[config.mk]
export PLATFORM = sky130hd
export DESIGN_NAME = x86_64_instruction_encoder_top
export DESIGN_NICKNAME = d
export VERILOG_FILES = /design/src/rtl/core/xenc_pkg.sv /design/src/rtl/core/xenc_encode.sv /design/src/rtl/core/xenc_serializer.sv /design/src/rtl/core/x86_64_instruction_encoder_top.sv
export SDC_FILE = /design/constraint.sdc
export NUM_CORES = 1
export LEC_CHECK = 0
export BUFFER_PORTS_ARGS = -buffer_cell sky130_fd_sc_hd__buf_2
export CORE_MARGIN = 8
export CORE_UTILIZATION = 26
export CTS_CLUSTER_DIAMETER = 40
export CTS_CLUSTER_SIZE = 28
export DETAILED_ROUTE_END_ITERATION = 10
export GPL_TIMING_DRIVEN = 0
export PLACE_DENSITY = 0.53
export SYNTH_ARGS = -nofsm -noshare
export SYNTH_HDL_FRONTEND = slang
export SYNTH_HIERARCHICAL = 1
export SYNTH_SLANG_ARGS = --single-unit
[constraint.sdc]
create_clock -name clk -period 6 [get_ports clk]
set_input_delay 0.6 -clock clk [delete_from_list [all_inputs] [get_ports clk]]
set_output_delay 0.6 -clock clk [all_outputs]
set_load 0.01 [all_outputs]
[src/rtl/core/xenc_pkg.sv]
package xenc_pkg;

  // result buffer geometry
  localparam int MAX_BYTES = 12;
  localparam int BYTE_VEC_W = 8 * MAX_BYTES;
  localparam int CNT_W = 4;

  // mnemonics
  localparam logic [2:0] KIND_CALL = 3'd0;
  localparam logic [2:0] KIND_MOV  = 3'd1;
  localparam logic [2:0] KIND_NOP  = 3'd2;
  localparam logic [2:0] KIND_POP  = 3'd3;
  localparam logic [2:0] KIND_PUSH = 3'd4;
  localparam logic [2:0] KIND_RET  = 3'd5;
  localparam logic [2:0] KIND_SUB  = 3'd6;

  // operand classes
  localparam logic [1:0] CLS_REG = 2'd0;
  localparam logic [1:0] CLS_MEM = 2'd1;
  localparam logic [1:0] CLS_IMM = 2'd2;
  localparam logic [1:0] CLS_SYM = 2'd3;

  // operand sizes
  localparam logic [1:0] SZ_8  = 2'd0;
  localparam logic [1:0] SZ_16 = 2'd1;
  localparam logic [1:0] SZ_32 = 2'd2;
  localparam logic [1:0] SZ_64 = 2'd3;

  localparam logic [4:0] BASE_RIP = 5'd16;

  // prefixes
  localparam logic [7:0] PFX_OPSIZE = 8'h66;
  localparam logic [7:0] REX_BASE   = 8'h40;
  localparam logic [7:0] REX_W      = 8'h48;
  localparam logic [7:0] REX_R_BIT  = 8'h04;
  localparam logic [7:0] REX_B_BIT  = 8'h01;

  // opcodes
  localparam logic [7:0] OP_MOV_RM8      = 8'h88;
  localparam logic [7:0] OP_MOV_RM       = 8'h89;
  localparam logic [7:0] OP_MOV_R8_RM    = 8'h8a;
  localparam logic [7:0] OP_MOV_R_RM     = 8'h8b;
  localparam logic [7:0] OP_MOV_RM8_IMM  = 8'hc6;
  localparam logic [7:0] OP_MOV_RM_IMM   = 8'hc7;
  localparam logic [7:0] OP_MOV_R8_IMM   = 8'hb0;
  localparam logic [7:0] OP_MOV_R_IMM    = 8'hb8;
  localparam logic [7:0] OP_SUB_RM8      = 8'h28;
  localparam logic [7:0] OP_SUB_RM       = 8'h29;
  localparam logic [7:0] OP_SUB_AL_IMM   = 8'h2c;
  localparam logic [7:0] OP_SUB_AX_IMM   = 8'h2d;
  localparam logic [7:0] OP_GRP1_RM8_IMM = 8'h80;
  localparam logic [7:0] OP_GRP1_RM_IMM  = 8'h81;
  localparam logic [7:0] OP_GRP1_RM_IMM8 = 8'h83;
  localparam logic [7:0] OP_CALL_REL     = 8'he8;
  localparam logic [7:0] OP_RET          = 8'hc3;
  localparam logic [7:0] OP_NOP          = 8'h90;
  localparam logic [7:0] OP_PUSH_R       = 8'h50;
  localparam logic [7:0] OP_POP_R        = 8'h58;

  // modrm pieces
  localparam logic [1:0] MOD_NODISP = 2'b00;
  localparam logic [1:0] MOD_DISP8  = 2'b01;
  localparam logic [1:0] MOD_DISP32 = 2'b10;
  localparam logic [1:0] MOD_REG    = 2'b11;
  localparam logic [2:0] EXT_MOV    = 3'd0;
  localparam logic [2:0] EXT_SUB    = 3'd5;
  localparam logic [2:0] RM_SIB     = 3'd4;
  localparam logic [2:0] RM_RIP     = 3'd5;

  // one decoded instruction request
  typedef struct packed {
    logic [2:0]         kind;
    logic [1:0]         dst_class;
    logic [1:0]         dst_size;
    logic [4:0]         dst_reg;
    logic [1:0]         src_class;
    logic [1:0]         src_size;
    logic [4:0]         src_reg;
    logic signed [31:0] mem_disp;
    logic [31:0]        imm_value;
  } instr_t;

  // encoded bytes, first byte in the low octet
  typedef struct packed {
    logic [BYTE_VEC_W-1:0] bytes;
    logic [CNT_W-1:0]      count;
    logic                  empty;
  } enc_res_t;

  // immediate bytes at operand size, capped at four
  function automatic logic [2:0] imm_bytes(input logic [1:0] size);
    logic [2:0] n;
    case (size)
      SZ_8:    n = 3'd1;
      SZ_16:   n = 3'd2;
      default: n = 3'd4;
    endcase
    return n;
  endfunction

endpackage

[src/rtl/core/xenc_encode.sv]
module xenc_encode import xenc_pkg::*; (
  input  instr_t   instr,
  output enc_res_t res
);

  // rex bits contributed by a register operand
  function automatic logic [7:0] rex_reg(input logic [3:0] reg_n, input logic [1:0] size,
                                         input logic is_r);
    logic [7:0] p;
    p = 8'h00;
    if (size == SZ_8 && reg_n inside {[4'd4:4'd7]}) p = p | REX_BASE;
    if (size == SZ_64) p = p | REX_W;
    if (reg_n[3]) p = p | REX_BASE | (is_r ? REX_R_BIT : REX_B_BIT);
    return p;
  endfunction

  // rex bits contributed by a memory operand
  function automatic logic [7:0] rex_mem(input logic [4:0] base, input logic [1:0] size);
    logic [7:0] p;
    p = 8'h00;
    if (size == SZ_64) p = p | REX_W;
    if (!base[4] && base[3]) p = p | REX_BASE | REX_B_BIT;
    return p;
  endfunction

  function automatic logic mem_ok(input logic [4:0] base);
    return (base == BASE_RIP) || (!base[4] && base[2:0] != RM_SIB);
  endfunction

  logic [4:0]  mem_base;
  logic [1:0]  mem_mod;
  logic [2:0]  mem_rm;
  logic [2:0]  mem_dlen;
  logic [31:0] mem_dval;
  logic        fits8;

  logic        ok;
  logic        is_sub;
  logic        has_pfx;
  logic [7:0]  rex;
  logic [7:0]  opc;
  logic        has_modrm;
  logic [7:0]  modrm;
  logic [2:0]  disp_len;
  logic [31:0] disp_v;
  logic [2:0]  imm_len;
  logic [31:0] imm_v;

  // memory operand addressing: mod, rm and displacement
  always_comb begin
    mem_base = (instr.dst_class == CLS_MEM) ? instr.dst_reg : instr.src_reg;
    fits8 = (instr.mem_disp[31:7] == 25'h0) || (instr.mem_disp[31:7] == 25'h1ffffff);
    mem_rm = mem_base[2:0];
    mem_dval = instr.mem_disp;
    if (mem_base == BASE_RIP) begin
      mem_mod = MOD_NODISP;
      mem_rm = RM_RIP;
      mem_dlen = 3'd4;
      mem_dval = 32'h0;
    end else if (instr.mem_disp == 32'sd0 && mem_base[2:0] != RM_RIP) begin
      mem_mod = MOD_NODISP;
      mem_dlen = 3'd0;
    end else if (fits8) begin
      mem_mod = MOD_DISP8;
      mem_dlen = 3'd1;
    end else begin
      mem_mod = MOD_DISP32;
      mem_dlen = 3'd4;
    end
  end

  // instruction form selection
  always_comb begin
    ok = 1'b0;
    is_sub = (instr.kind == KIND_SUB);
    has_pfx = 1'b0;
    rex = 8'h00;
    opc = 8'h00;
    has_modrm = 1'b0;
    modrm = 8'h00;
    disp_len = 3'd0;
    disp_v = 32'h0;
    imm_len = 3'd0;
    imm_v = instr.imm_value;
    case (instr.kind)
      KIND_CALL: begin
        ok = (instr.dst_class == CLS_SYM);
        opc = OP_CALL_REL;
        imm_len = 3'd4;
        imm_v = 32'h0;
      end
      KIND_NOP: begin
        ok = 1'b1;
        opc = OP_NOP;
      end
      KIND_RET: begin
        ok = 1'b1;
        opc = OP_RET;
      end
      KIND_POP, KIND_PUSH: begin
        ok = (instr.dst_class == CLS_REG) && (instr.dst_size == SZ_64) && !instr.dst_reg[4];
        rex = instr.dst_reg[3] ? (REX_BASE | REX_B_BIT) : 8'h00;
        opc = ((instr.kind == KIND_POP) ? OP_POP_R : OP_PUSH_R) | {5'd0, instr.dst_reg[2:0]};
      end
      KIND_MOV, KIND_SUB: begin
        has_pfx = (instr.dst_size == SZ_16);
        if (instr.dst_class == CLS_REG && instr.src_class == CLS_REG) begin
          // register to register
          ok = !instr.dst_reg[4] && !instr.src_reg[4] && (instr.dst_size == instr.src_size);
          rex = rex_reg(instr.src_reg[3:0], instr.src_size, 1'b1)
              | rex_reg(instr.dst_reg[3:0], instr.dst_size, 1'b0);
          if (is_sub) opc = (instr.dst_size == SZ_8) ? OP_SUB_RM8 : OP_SUB_RM;
          else opc = (instr.dst_size == SZ_8) ? OP_MOV_RM8 : OP_MOV_RM;
          has_modrm = 1'b1;
          modrm = {MOD_REG, instr.src_reg[2:0], instr.dst_reg[2:0]};
        end else if (!is_sub && instr.dst_class == CLS_REG && instr.src_class == CLS_MEM) begin
          // load from memory
          ok = !instr.dst_reg[4] && mem_ok(instr.src_reg) && (instr.dst_size == instr.src_size);
          rex = rex_reg(instr.dst_reg[3:0], instr.dst_size, 1'b1)
              | rex_mem(instr.src_reg, instr.src_size);
          opc = (instr.dst_size == SZ_8) ? OP_MOV_R8_RM : OP_MOV_R_RM;
          has_modrm = 1'b1;
          modrm = {mem_mod, instr.dst_reg[2:0], mem_rm};
          disp_len = mem_dlen;
          disp_v = mem_dval;
        end else if (instr.dst_class == CLS_REG && instr.src_class == CLS_IMM) begin
          // immediate to register
          ok = !instr.dst_reg[4] && (instr.src_size <= SZ_32) && (instr.src_size <= instr.dst_size);
          if (!is_sub && instr.dst_size == SZ_64) begin
            has_pfx = 1'b0;
            rex = REX_W | {7'd0, instr.dst_reg[3]};
            opc = OP_MOV_RM_IMM;
            has_modrm = 1'b1;
            modrm = {MOD_REG, EXT_MOV, instr.dst_reg[2:0]};
            imm_len = 3'd4;
          end else begin
            rex = rex_reg(instr.dst_reg[3:0], instr.dst_size, 1'b0);
            if (!is_sub) begin
              opc = ((instr.dst_size == SZ_8) ? OP_MOV_R8_IMM : OP_MOV_R_IMM)
                  | {5'd0, instr.dst_reg[2:0]};
              imm_len = imm_bytes(instr.dst_size);
            end else if (instr.dst_reg == 5'd0 && (instr.dst_size == instr.src_size ||
                         (instr.dst_size == SZ_64 && instr.src_size == SZ_32))) begin
              opc = (instr.dst_size == SZ_8) ? OP_SUB_AL_IMM : OP_SUB_AX_IMM;
              imm_len = imm_bytes(instr.dst_size);
            end else begin
              opc = (instr.dst_size == SZ_8) ? OP_GRP1_RM8_IMM :
                    ((instr.src_size == SZ_8) ? OP_GRP1_RM_IMM8 : OP_GRP1_RM_IMM);
              has_modrm = 1'b1;
              modrm = {MOD_REG, EXT_SUB, instr.dst_reg[2:0]};
              imm_len = (instr.dst_size == SZ_8 || instr.src_size == SZ_8) ? 3'd1 :
                        imm_bytes(instr.dst_size);
            end
          end
        end else if (instr.dst_class == CLS_MEM && instr.src_class == CLS_IMM) begin
          // immediate to memory
          ok = mem_ok(instr.dst_reg) && (instr.src_size <= SZ_32) &&
               (instr.src_size <= instr.dst_size);
          rex = rex_mem(instr.dst_reg, instr.dst_size);
          has_modrm = 1'b1;
          disp_len = mem_dlen;
          disp_v = mem_dval;
          if (is_sub) begin
            opc = (instr.dst_size == SZ_8) ? OP_GRP1_RM8_IMM :
                  ((instr.src_size == SZ_8) ? OP_GRP1_RM_IMM8 : OP_GRP1_RM_IMM);
            modrm = {mem_mod, EXT_SUB, mem_rm};
            imm_len = (instr.dst_size == SZ_8 || instr.src_size == SZ_8) ? 3'd1 :
                      imm_bytes(instr.dst_size);
          end else begin
            opc = (instr.dst_size == SZ_8) ? OP_MOV_RM8_IMM : OP_MOV_RM_IMM;
            modrm = {mem_mod, EXT_MOV, mem_rm};
            imm_len = imm_bytes(instr.dst_size);
          end
        end else begin
          ok = 1'b0;
        end
      end
      default: ok = 1'b0;
    endcase
  end

  logic [BYTE_VEC_W-1:0] acc;
  logic [BYTE_VEC_W-1:0] imm_seg;
  logic [BYTE_VEC_W-1:0] disp_seg;
  logic                  has_rex;

  // pack segments back to front, first byte ends up lowest
  always_comb begin
    has_rex = (rex != 8'h00);
    case (imm_len)
      3'd1:    imm_seg = BYTE_VEC_W'(imm_v[7:0]);
      3'd2:    imm_seg = BYTE_VEC_W'(imm_v[15:0]);
      3'd4:    imm_seg = BYTE_VEC_W'(imm_v);
      default: imm_seg = '0;
    endcase
    case (disp_len)
      3'd1:    disp_seg = BYTE_VEC_W'(disp_v[7:0]);
      3'd4:    disp_seg = BYTE_VEC_W'(disp_v);
      default: disp_seg = '0;
    endcase
    acc = imm_seg;
    acc = (acc << {disp_len, 3'b000}) | disp_seg;
    if (has_modrm) acc = (acc << 8) | BYTE_VEC_W'(modrm);
    acc = (acc << 8) | BYTE_VEC_W'(opc);
    if (has_rex) acc = (acc << 8) | BYTE_VEC_W'(rex);
    if (has_pfx) acc = (acc << 8) | BYTE_VEC_W'(PFX_OPSIZE);

    if (ok) begin
      res.bytes = acc;
      res.count = CNT_W'(has_pfx) + CNT_W'(has_rex) + CNT_W'(1) + CNT_W'(has_modrm)
                + CNT_W'(disp_len) + CNT_W'(imm_len);
      res.empty = 1'b0;
    end else begin
      res.bytes = '0;
      res.count = CNT_W'(1);
      res.empty = 1'b1;
    end
  end

endmodule

[src/rtl/core/xenc_serializer.sv]
module xenc_serializer import xenc_pkg::*; (
  input  logic     clk,
  input  logic     rst_n,
  input  logic     load_valid,
  input  enc_res_t enc,
  output logic     load_ready,
  output logic     out_strobe,
  output logic [7:0] out_byte,
  output logic     out_last,
  output logic     out_empty_res
);

  logic [BYTE_VEC_W-1:0] buf_r, buf_nxt;
  logic [CNT_W-1:0]      cnt_r, cnt_nxt;
  logic                  empty_r, empty_nxt;
  logic                  strobe_r, strobe_nxt;
  logic [7:0]            byte_r, byte_nxt;
  logic                  last_r, last_nxt;
  logic                  empty_out_r, empty_out_nxt;
  logic                  load;

  // buffer takes a new request when empty or on its final byte
  assign load_ready = (cnt_r == CNT_W'(0)) || (cnt_r == CNT_W'(1));
  assign load = load_valid && load_ready;

  // shift one byte out per cycle into the output register
  always_comb begin
    buf_nxt = buf_r;
    cnt_nxt = cnt_r;
    empty_nxt = empty_r;
    strobe_nxt = 1'b0;
    byte_nxt = byte_r;
    last_nxt = last_r;
    empty_out_nxt = empty_out_r;
    if (cnt_r != CNT_W'(0)) begin
      strobe_nxt = 1'b1;
      byte_nxt = buf_r[7:0];
      last_nxt = (cnt_r == CNT_W'(1));
      empty_out_nxt = empty_r;
      buf_nxt = buf_r >> 8;
      cnt_nxt = cnt_r - CNT_W'(1);
    end
    if (load) begin
      buf_nxt = enc.bytes;
      cnt_nxt = enc.count;
      empty_nxt = enc.empty;
    end
  end

  // control state
  always_ff @(posedge clk) begin
    if (!rst_n) begin
      cnt_r <= '0;
      strobe_r <= 1'b0;
    end else begin
      cnt_r <= cnt_nxt;
      strobe_r <= strobe_nxt;
    end
  end

  // payload
  always_ff @(posedge clk) begin
    buf_r <= buf_nxt;
    empty_r <= empty_nxt;
    byte_r <= byte_nxt;
    last_r <= last_nxt;
    empty_out_r <= empty_out_nxt;
  end

  assign out_strobe = strobe_r;
  assign out_byte = byte_r;
  assign out_last = last_r;
  assign out_empty_res = empty_out_r;

endmodule

[src/rtl/core/x86_64_instruction_encoder_top.sv]
// channel   | ports                                    | handshake
// ----------+------------------------------------------+------------------------------
// request   | in_kind .. in_imm_value                  | start high, busy low at edge
// result    | out_byte, out_last, out_empty_res        | out_strobe, one cycle, no stall
//
// A request yields one machine byte per cycle, 1 to 12 bytes, set by the single-byte
// output register; requests follow back to back with no gap between bytes.
// After the edge that takes it, a request passes the byte buffer, then the output register.
// Reset clears the input valid flag, the byte counter and the strobe.
// busy rises only while the input register holds a request that the byte
// buffer cannot yet take; the receiver cannot stall.
module x86_64_instruction_encoder_top import xenc_pkg::*; (
  input  logic        clk,
  input  logic        rst_n,
  input  logic        start,
  output logic        busy,
  input  logic [2:0]  in_kind,
  input  logic [1:0]  in_dst_class,
  input  logic [1:0]  in_dst_size,
  input  logic [4:0]  in_dst_reg,
  input  logic [1:0]  in_src_class,
  input  logic [1:0]  in_src_size,
  input  logic [4:0]  in_src_reg,
  input  logic signed [31:0] in_mem_disp,
  input  logic [31:0] in_imm_value,
  output logic        out_strobe,
  output logic [7:0]  out_byte,
  output logic        out_last,
  output logic        out_empty_res
);

  logic     in_valid_r, in_valid_nxt;
  instr_t   instr_r, instr_nxt;
  logic     accept;
  logic     ser_ready;
  enc_res_t enc;

  // input register
  assign busy = in_valid_r && !ser_ready;
  assign accept = start && !busy;

  always_comb begin
    in_valid_nxt = in_valid_r;
    instr_nxt = instr_r;
    if (in_valid_r && ser_ready) in_valid_nxt = 1'b0;
    if (accept) begin
      in_valid_nxt = 1'b1;
      instr_nxt.kind = in_kind;
      instr_nxt.dst_class = in_dst_class;
      instr_nxt.dst_size = in_dst_size;
      instr_nxt.dst_reg = in_dst_reg;
      instr_nxt.src_class = in_src_class;
      instr_nxt.src_size = in_src_size;
      instr_nxt.src_reg = in_src_reg;
      instr_nxt.mem_disp = in_mem_disp;
      instr_nxt.imm_value = in_imm_value;
    end
  end

  always_ff @(posedge clk) begin
    if (!rst_n) begin
      in_valid_r <= 1'b0;
    end else begin
      in_valid_r <= in_valid_nxt;
    end
  end

  always_ff @(posedge clk) begin
    instr_r <= instr_nxt;
  end

  // byte generation
  xenc_encode u_encode (
    .instr (instr_r),
    .res   (enc)
  );

  // byte buffer and output register
  xenc_serializer u_serializer (
    .clk           (clk),
    .rst_n         (rst_n),
    .load_valid    (in_valid_r),
    .enc           (enc),
    .load_ready    (ser_ready),
    .out_strobe    (out_strobe),
    .out_byte      (out_byte),
    .out_last      (out_last),
    .out_empty_res (out_empty_res)
  );

  // bytes of one instruction come out without gaps
  a_no_gap: assert property (@(posedge clk) disable iff (!rst_n)
    out_strobe && !out_last |=> out_strobe)
    else $error("gap inside an instruction's byte stream");

  // an unsupported form is a single zero byte
  a_empty_single: assert property (@(posedge clk) disable iff (!rst_n)
    out_strobe && out_empty_res |-> out_last && out_byte == 8'h00)
    else $error("empty result not a single zero byte");

  // a request moved into the buffer yields a byte from the output register
  a_load_emits: assert property (@(posedge clk) disable iff (!rst_n)
    in_valid_r && ser_ready |-> ##2 out_strobe)
    else $error("loaded request produced no byte");

  // busy only with a held request
  a_busy_held: assert property (@(posedge clk) disable iff (!rst_n)
    busy |-> in_valid_r)
    else $error("busy without a held request");

endmodule

==> Word level (Yosys, flattened, before mapping) <==
Index checks and enable logic that the tools add are counted.
{ "totals": {"reg_bits": 198, "latchBits": 0, "ramBits": 0, "rom_bits": 0, "input_bits": 88, "output_inout_bits": 12, "word_cells": 241, "n_memories": 0} }
{ "op_classes": {"addsub": 6, "multipliers": 0, "div": 0, "n_lt_le_gt_ge": 6, "eq_ne": 28, "shift": 1, "muxes": 118, "bitwise_logic": 8, "n_reduce_logical": 57} }
{ "op_table": {"columns": ["op", "n"], "rows": [
  ["$mux W96", 4],
  ["$mux W8", 33],
  ["$mux W32", 7],
  ["$or A96 B8 Y96", 2],
  ["$mux W101", 1],
  ["$pmux W32 S3", 1],
  ["$mux W88", 1],
  ["$or A88 B32 Y88", 1],
  ["$or A88 B8 Y88", 1],
  ["$shl A32 B6 Y88", 1],
  ["$mux W7", 12],
  ["$pmux W32 S2", 1],
  ["$mux W3", 18],
  ["$pmux W8 S5", 1],
  ["$logic_not A32 Y1", 1],
  ["$logic_and A1 B1 Y1", 30],
  ["$eq A25 B25 Y1 const B", 1],
  ["$logic_not A25 Y1", 1],
  ["$mux W1", 25],
  ["$mux W4", 4],
  ["$or A8 B3 Y8", 2],
  ["$or A8 B8 Y8", 2],
  ["$pmux W8 S2", 1],
  ["$eq A3 B3 Y1 const B", 5],
  ["other kinds (32)", 68]
]} }

==> Logic depth before layout (Yosys ltp) <==
{ "logic_depth": {"ltp_word": 23, "depth_mapped": 19, "mapped_depth_nobuf": 16} }

==> By module <==
Netlist, hierarchy kept.
{ "by_module_without_submodules": {"columns": ["mod", "instances", "cells_per_inst", "area_each_um2", "seq_area_each_um2"], "rows": [
  ["xenc_encode", 1, 783, 4994.8, 0.0],
  ["xenc_serializer", 1, 252, 4635.7, 3313.2],
  ["x86_64_instruction_encoder_top", 1, 89, 2600.0, 2572.5]
]} }

==> Least setup slack after synthesis <==
No wires, ideal clock.
{ "synth_timing": {"path_type": "reg2reg", "start": "register u_serializer.cnt_r[0]", "end": "register instr_r[0] (netlist bit) (enable)", "setup_ns": 0.539, "arrival_time_ns": 4.743, "required_time_ns": 5.461, "path_slack_ns": 0.718, "path_stages_with_launch": 7, "n_path_buf": 0, "period_less_slack_ns": 5.282, "cell_sequence": "dfxtp_1 > inv_1 > ha_1 > nor2_1 > nor2_1 > nor2b_4 > nor2b_1"} }
{ "synth_between": {"elab_chain_len": 6, "word_cells_on_any_way": 7, "cone_classes": "eq/ne: 1; reduce/logical: 6"} }
{ "synth_lines": {"columns": ["item", "line_no", "text"], "rows": [
  ["from (decl)", "xenc_serializer.sv:14", "logic [CNT_W-1:0] cnt_r, cnt_nxt;"],
  ["from (signal assigned)", "xenc_serializer.sv:56", "cnt_r <= cnt_nxt;"],
  ["$eq A4 B1 Y1 / $logic_not A4 Y1 (equally long branches)", "xenc_serializer.sv:23", "assign load_ready = (cnt_r == CNT_W'(0)) || (cnt_r == CNT_W'(1));"],
  ["$logic_or A1 B1 Y1 (*)", "xenc_serializer.sv:23", null],
  ["named net ser_ready", "x86_64_instruction_encoder_top.sv:35", "logic ser_ready;"],
  ["$logic_not A1 Y1 (*)", "x86_64_instruction_encoder_top.sv:39", "assign busy = in_valid_r && !ser_ready;"],
  ["$logic_and A1 B1 Y1 (*)", "x86_64_instruction_encoder_top.sv:39", null],
  ["named net busy", "x86_64_instruction_encoder_top.sv:16", "output logic busy,"],
  ["$logic_not A1 Y1 (*)", "x86_64_instruction_encoder_top.sv:40", "assign accept = start && !busy;"],
  ["$logic_and A1 B1 Y1 (*)", "x86_64_instruction_encoder_top.sv:40", null],
  ["named net accept", "x86_64_instruction_encoder_top.sv:34", "logic accept;"],
  ["to (signal assigned)", "x86_64_instruction_encoder_top.sv:69", "instr_r <= instr_nxt;"],
  ["to (decl)", "x86_64_instruction_encoder_top.sv:33", "instr_t instr_r, instr_nxt;"]
]} }
Mark *: on every way through the listed nets, which the timed path passes. The rest lies on a longest branch.
A chain may end at the register's enable or synchronous reset.

==> impl_metrics.json <==
{
  "drt-initial-drc-count": 1369,
  "routedWlPerCell_um": 23.6,
  "p_per_area_nw_per_um2": 351,
  "power_mw": 4.98,
  "worst_pin_slew_ps": 1270,
  "grt_pass1_vias": 10200,
  "hpwl_um": 34300,
  "setup.worst_path.start": "instr_r[84]$_DFFE_PP_",
  "status": "complete, no violations",
  "wl_met2_um": 21200,
  "drive_gt1_share_pct": 17.9,
  "syn_area_um2": 12200,
  "ys_warn_count": 6,
  "placedCellCount": 1840,
  "hold_viol": 0,
  "route.antenna.remaining_nets": 0,
  "antenna_found_initial": 0,
  "comb_power_share_pct": 28.1,
  "synth_flop_cell": "edfxtp_1",
  "crit_arrival_ps": 5830,
  "dr.max_layer_used": "met4",
  "path_clk_slew_ps": 80,
  "dpl_worst_slack_ps": 618,
  "cts_root_buf": "clkbuf_16",
  "cts_tree": "done",
  "min-delay-start": "in_imm_value[3]",
  "dieHeight_um": 233,
  "clock_sinks": 198,
  "holdBufCountCts": 0,
  "path_class": "flop to flop",
  "required_ps": 6320,
  "syn_to_final_growth_pct": 16.0,
  "fmax_mhz": 181,
  "post_cts_buffers": 0,
  "wl_um": 44200,
  "routed_via_density": 5.48,
  "slew_violations": 0,
  "synth_edf_count": 192,
  "yosysSeqAreaShare_pct": 48.1,
  "intPower_mw": 3.36,
  "rsz0062_at_grt": "no",
  "worstReg2RegStart": "instr_r[84]$_DFFE_PP_",
  "n_antenna_cell": 0,
  "clock_latency_ps": 460,
  "skew_ps": 11.0,
  "synthArstFlopShare_pct": 0,
  "synth.avg_cell_area_um2": 10.9,
  "core-area_um2": 46500,
  "row_count": 79,
  "wl_met1_um": 19200,
  "final_cells": 1872,
  "ios": 100,
  "vdd_drop_max_mv": 0.228,
  "synthCells": 1124,
  "clockBufferDepth": 2,
  "seq_power_share_pct": 47.9,
  "post-route-min-period_ps": 5510,
  "dr_wl_met3_um": 3100,
  "grt_max_degree": 72,
  "die_w_um": 233,
  "setup_viol": 0,
  "die_area_um2": 54200,
  "initial_core_util_pct": 26.3,
  "post_cts_resized": 0,
  "numCtsBuffers": 17,
  "hold_class": "input port to flop",
  "port_buffers": 99,
  "vias": 10300,
  "synth-seq-cells": 198,
  "p_leak_nw": 4.98,
  "grt_pass1_wl_um": 66200,
  "max_slew_margin_pct": 14.1,
  "clockPowerShare_pct": 24.0,
  "critPathMaxFanout": 10,
  "yosysUniqueCellTypes": 98,
  "cts_htree_levels": 4,
  "fill_cells": 4863,
  "overflow": 0,
  "grt_usage_pct": 16.1,
  "whs_ps": 309,
  "drv_cap": 0,
  "gp_congestion": 0.922,
  "endpoint_kind": "flop",
  "post-route-period-util_pct": 91.8,
  "switchingPower_mw": 1.63,
  "critical_path.startpoint_type": "flop",
  "final_nets": 1354,
  "switching_share_pct": 32.7,
  "drc": 0,
  "first_pass_iters": 8,
  "fin_ws_ps": 490
}
==> synthesized netlist by cell type (11+ instances only) <==
| cell type | n | area, um^2 |
|---|---|---|
| a31oi_1 | 21 | 131 |
| inv_1 | 27 | 101 |
| nand3_1 | 27 | 135 |
| nor2_1 | 78 | 293 |
| a22oi_1 | 23 | 173 |
| clkbuf_1 | 36 | 135 |
| edfxtp_1 | 192 | 5770 |
| buf_4 | 15 | 113 |
| mux2_2 | 11 | 124 |
| buf_2 | 27 | 135 |
| a21oi_1 | 51 | 255 |
| nor3_1 | 31 | 155 |
| o21ai_0 | 46 | 230 |
| mux2_1 | 88 | 991 |
| nand4_1 | 12 | 75.1 |
| nand2_1 | 96 | 360 |
| mux2i_1 | 42 | 420 |
| nor2b_1 | 11 | 68.8 |
| o22ai_1 | 16 | 100 |
| nor4_1 | 12 | 75.1 |
| ha_1 | 13 | 163 |
| a222oi_1 | 12 | 120 |
| a211oi_1 | 21 | 158 |
| and2_1 | 19 | 119 |
==> per-stage QoR <==
| stage | utilization, % | TNS, ps | instance area, um^2 |
|---|---|---|---|
| after floorplan | - | 0 | 12300 |
| after global placement | 29.1 | -65500 | 13500 |
| after detailed placement | 29.3 | 0 | 13600 |
| after CTS | 30.5 | 0 | 14200 |
| after global routing | 30.5 | 0 | 14200 |
| final | 30.5 | 0 | 14200 |
==> layer usage <==
layer,vias to the layer above,global-route usage (%)
met5,-,0
met3,42,3.20
met1,5125,21.2
li1,4638,-
met2,451,26.9
met4,0,4.16
==> state kept, by name, indices dropped and copies added, names as in the netlist <==
name,count
u_serializer/empty_r,1
u_serializer/out_last,1
u_serializer/buf_r,96
instr_r,85
u_serializer/out_empty_res,1
u_serializer/out_strobe,1
u_serializer/out_byte,8
u_serializer/cnt_r,4
in_valid_r,1
==> power by group through the flow <==
stage,Sequential (mW),Clock (mW),Combinational (mW)
6_report,2.39,1.19,1.40
5_1_grt,2.44,1.28,1.53
4_1_cts,2.39,1.23,1.40
3_5_place_dp,2.42,0,1.39
3_3_place_gp,2.47,0,1.34
2_1_floorplan,2.38,0,0.923
==> layout make-up <==
cell class                 instances  area, um^2  area share (%)
timing repair buffer             102         563            3.97
inverter                          29         109           0.767
clock buffer                      20         437            3.08
multi-input combinational        815        5830            41.1
buffer                            89         448            3.16
tap                              607         759            5.35
clock inverter                    12         156            1.10
sequential                       198        5890            41.5
==> critical path, stage by stage (launching register included) <==
cell	delay, ps
edfxtp_1	390
buf_2	200
or3b_2	480
nand2_1	170
and2_1	150
clkbuf_1	500
inv_1	400
clkbuf_1	380
buf_1	360
ha_1	400
xor2_1	170
ha_1	220
or2_2	300
ha_1	280
a21o_1	180
a21oi_1	160
xor2_1	180
nor2_1	60
nor4_1	270
a211oi_1	80
==> path summary, 6_finish.rpt <==
path	end	slack (ps)	cells after the start
setup / recovery	u_serializer/cnt_r[3]$_SDFFE_PN0P_	490	19
hold / removal	instr_r[3]$_DFFE_PP_	310	1
hold reg to reg	u_serializer/out_byte[4]$_DFFE_PP_	420	0
setup reg to reg	u_serializer/cnt_r[3]$_SDFFE_PN0P_	490	19
==> cells in the final DEF, fill, tap and decap left out, drive strengths merged, types with 7 or more instances in the layout <==
cell / n
nor4: 14
nor2b: 12
mux2: 100
inv: 31
nor3: 32
nor2: 80
a2bb2oi: 7
edfxtp: 192
nand4: 12
clkbuf: 57
nand3: 28
buf: 154
o22ai: 16
conb: 8
and2: 20
o221ai: 8
ha: 13
a22oi: 23
a22o: 7
a31oi: 21
nand2: 97
o21ai: 48
a21oi: 51
a221oi: 7
a32oi: 7
a222oi: 12
mux2i: 43
a211oi: 22
o211ai: 8
or2: 8
==> logic make-up after synthesis <==
family | count (synthesis) | synth area share, %
flops | 198 | 48.1
xor+xnor | 6 | 0.430
compound gates | 309 | 18.7
fa+ha+maj | 14 | 1.49
simple gates | 335 | 13.9
other cells | 1 | 0.0307
mux | 143 | 12.8
buf+inv | 118 | 4.55
Power figures use the tool's default switching activity.
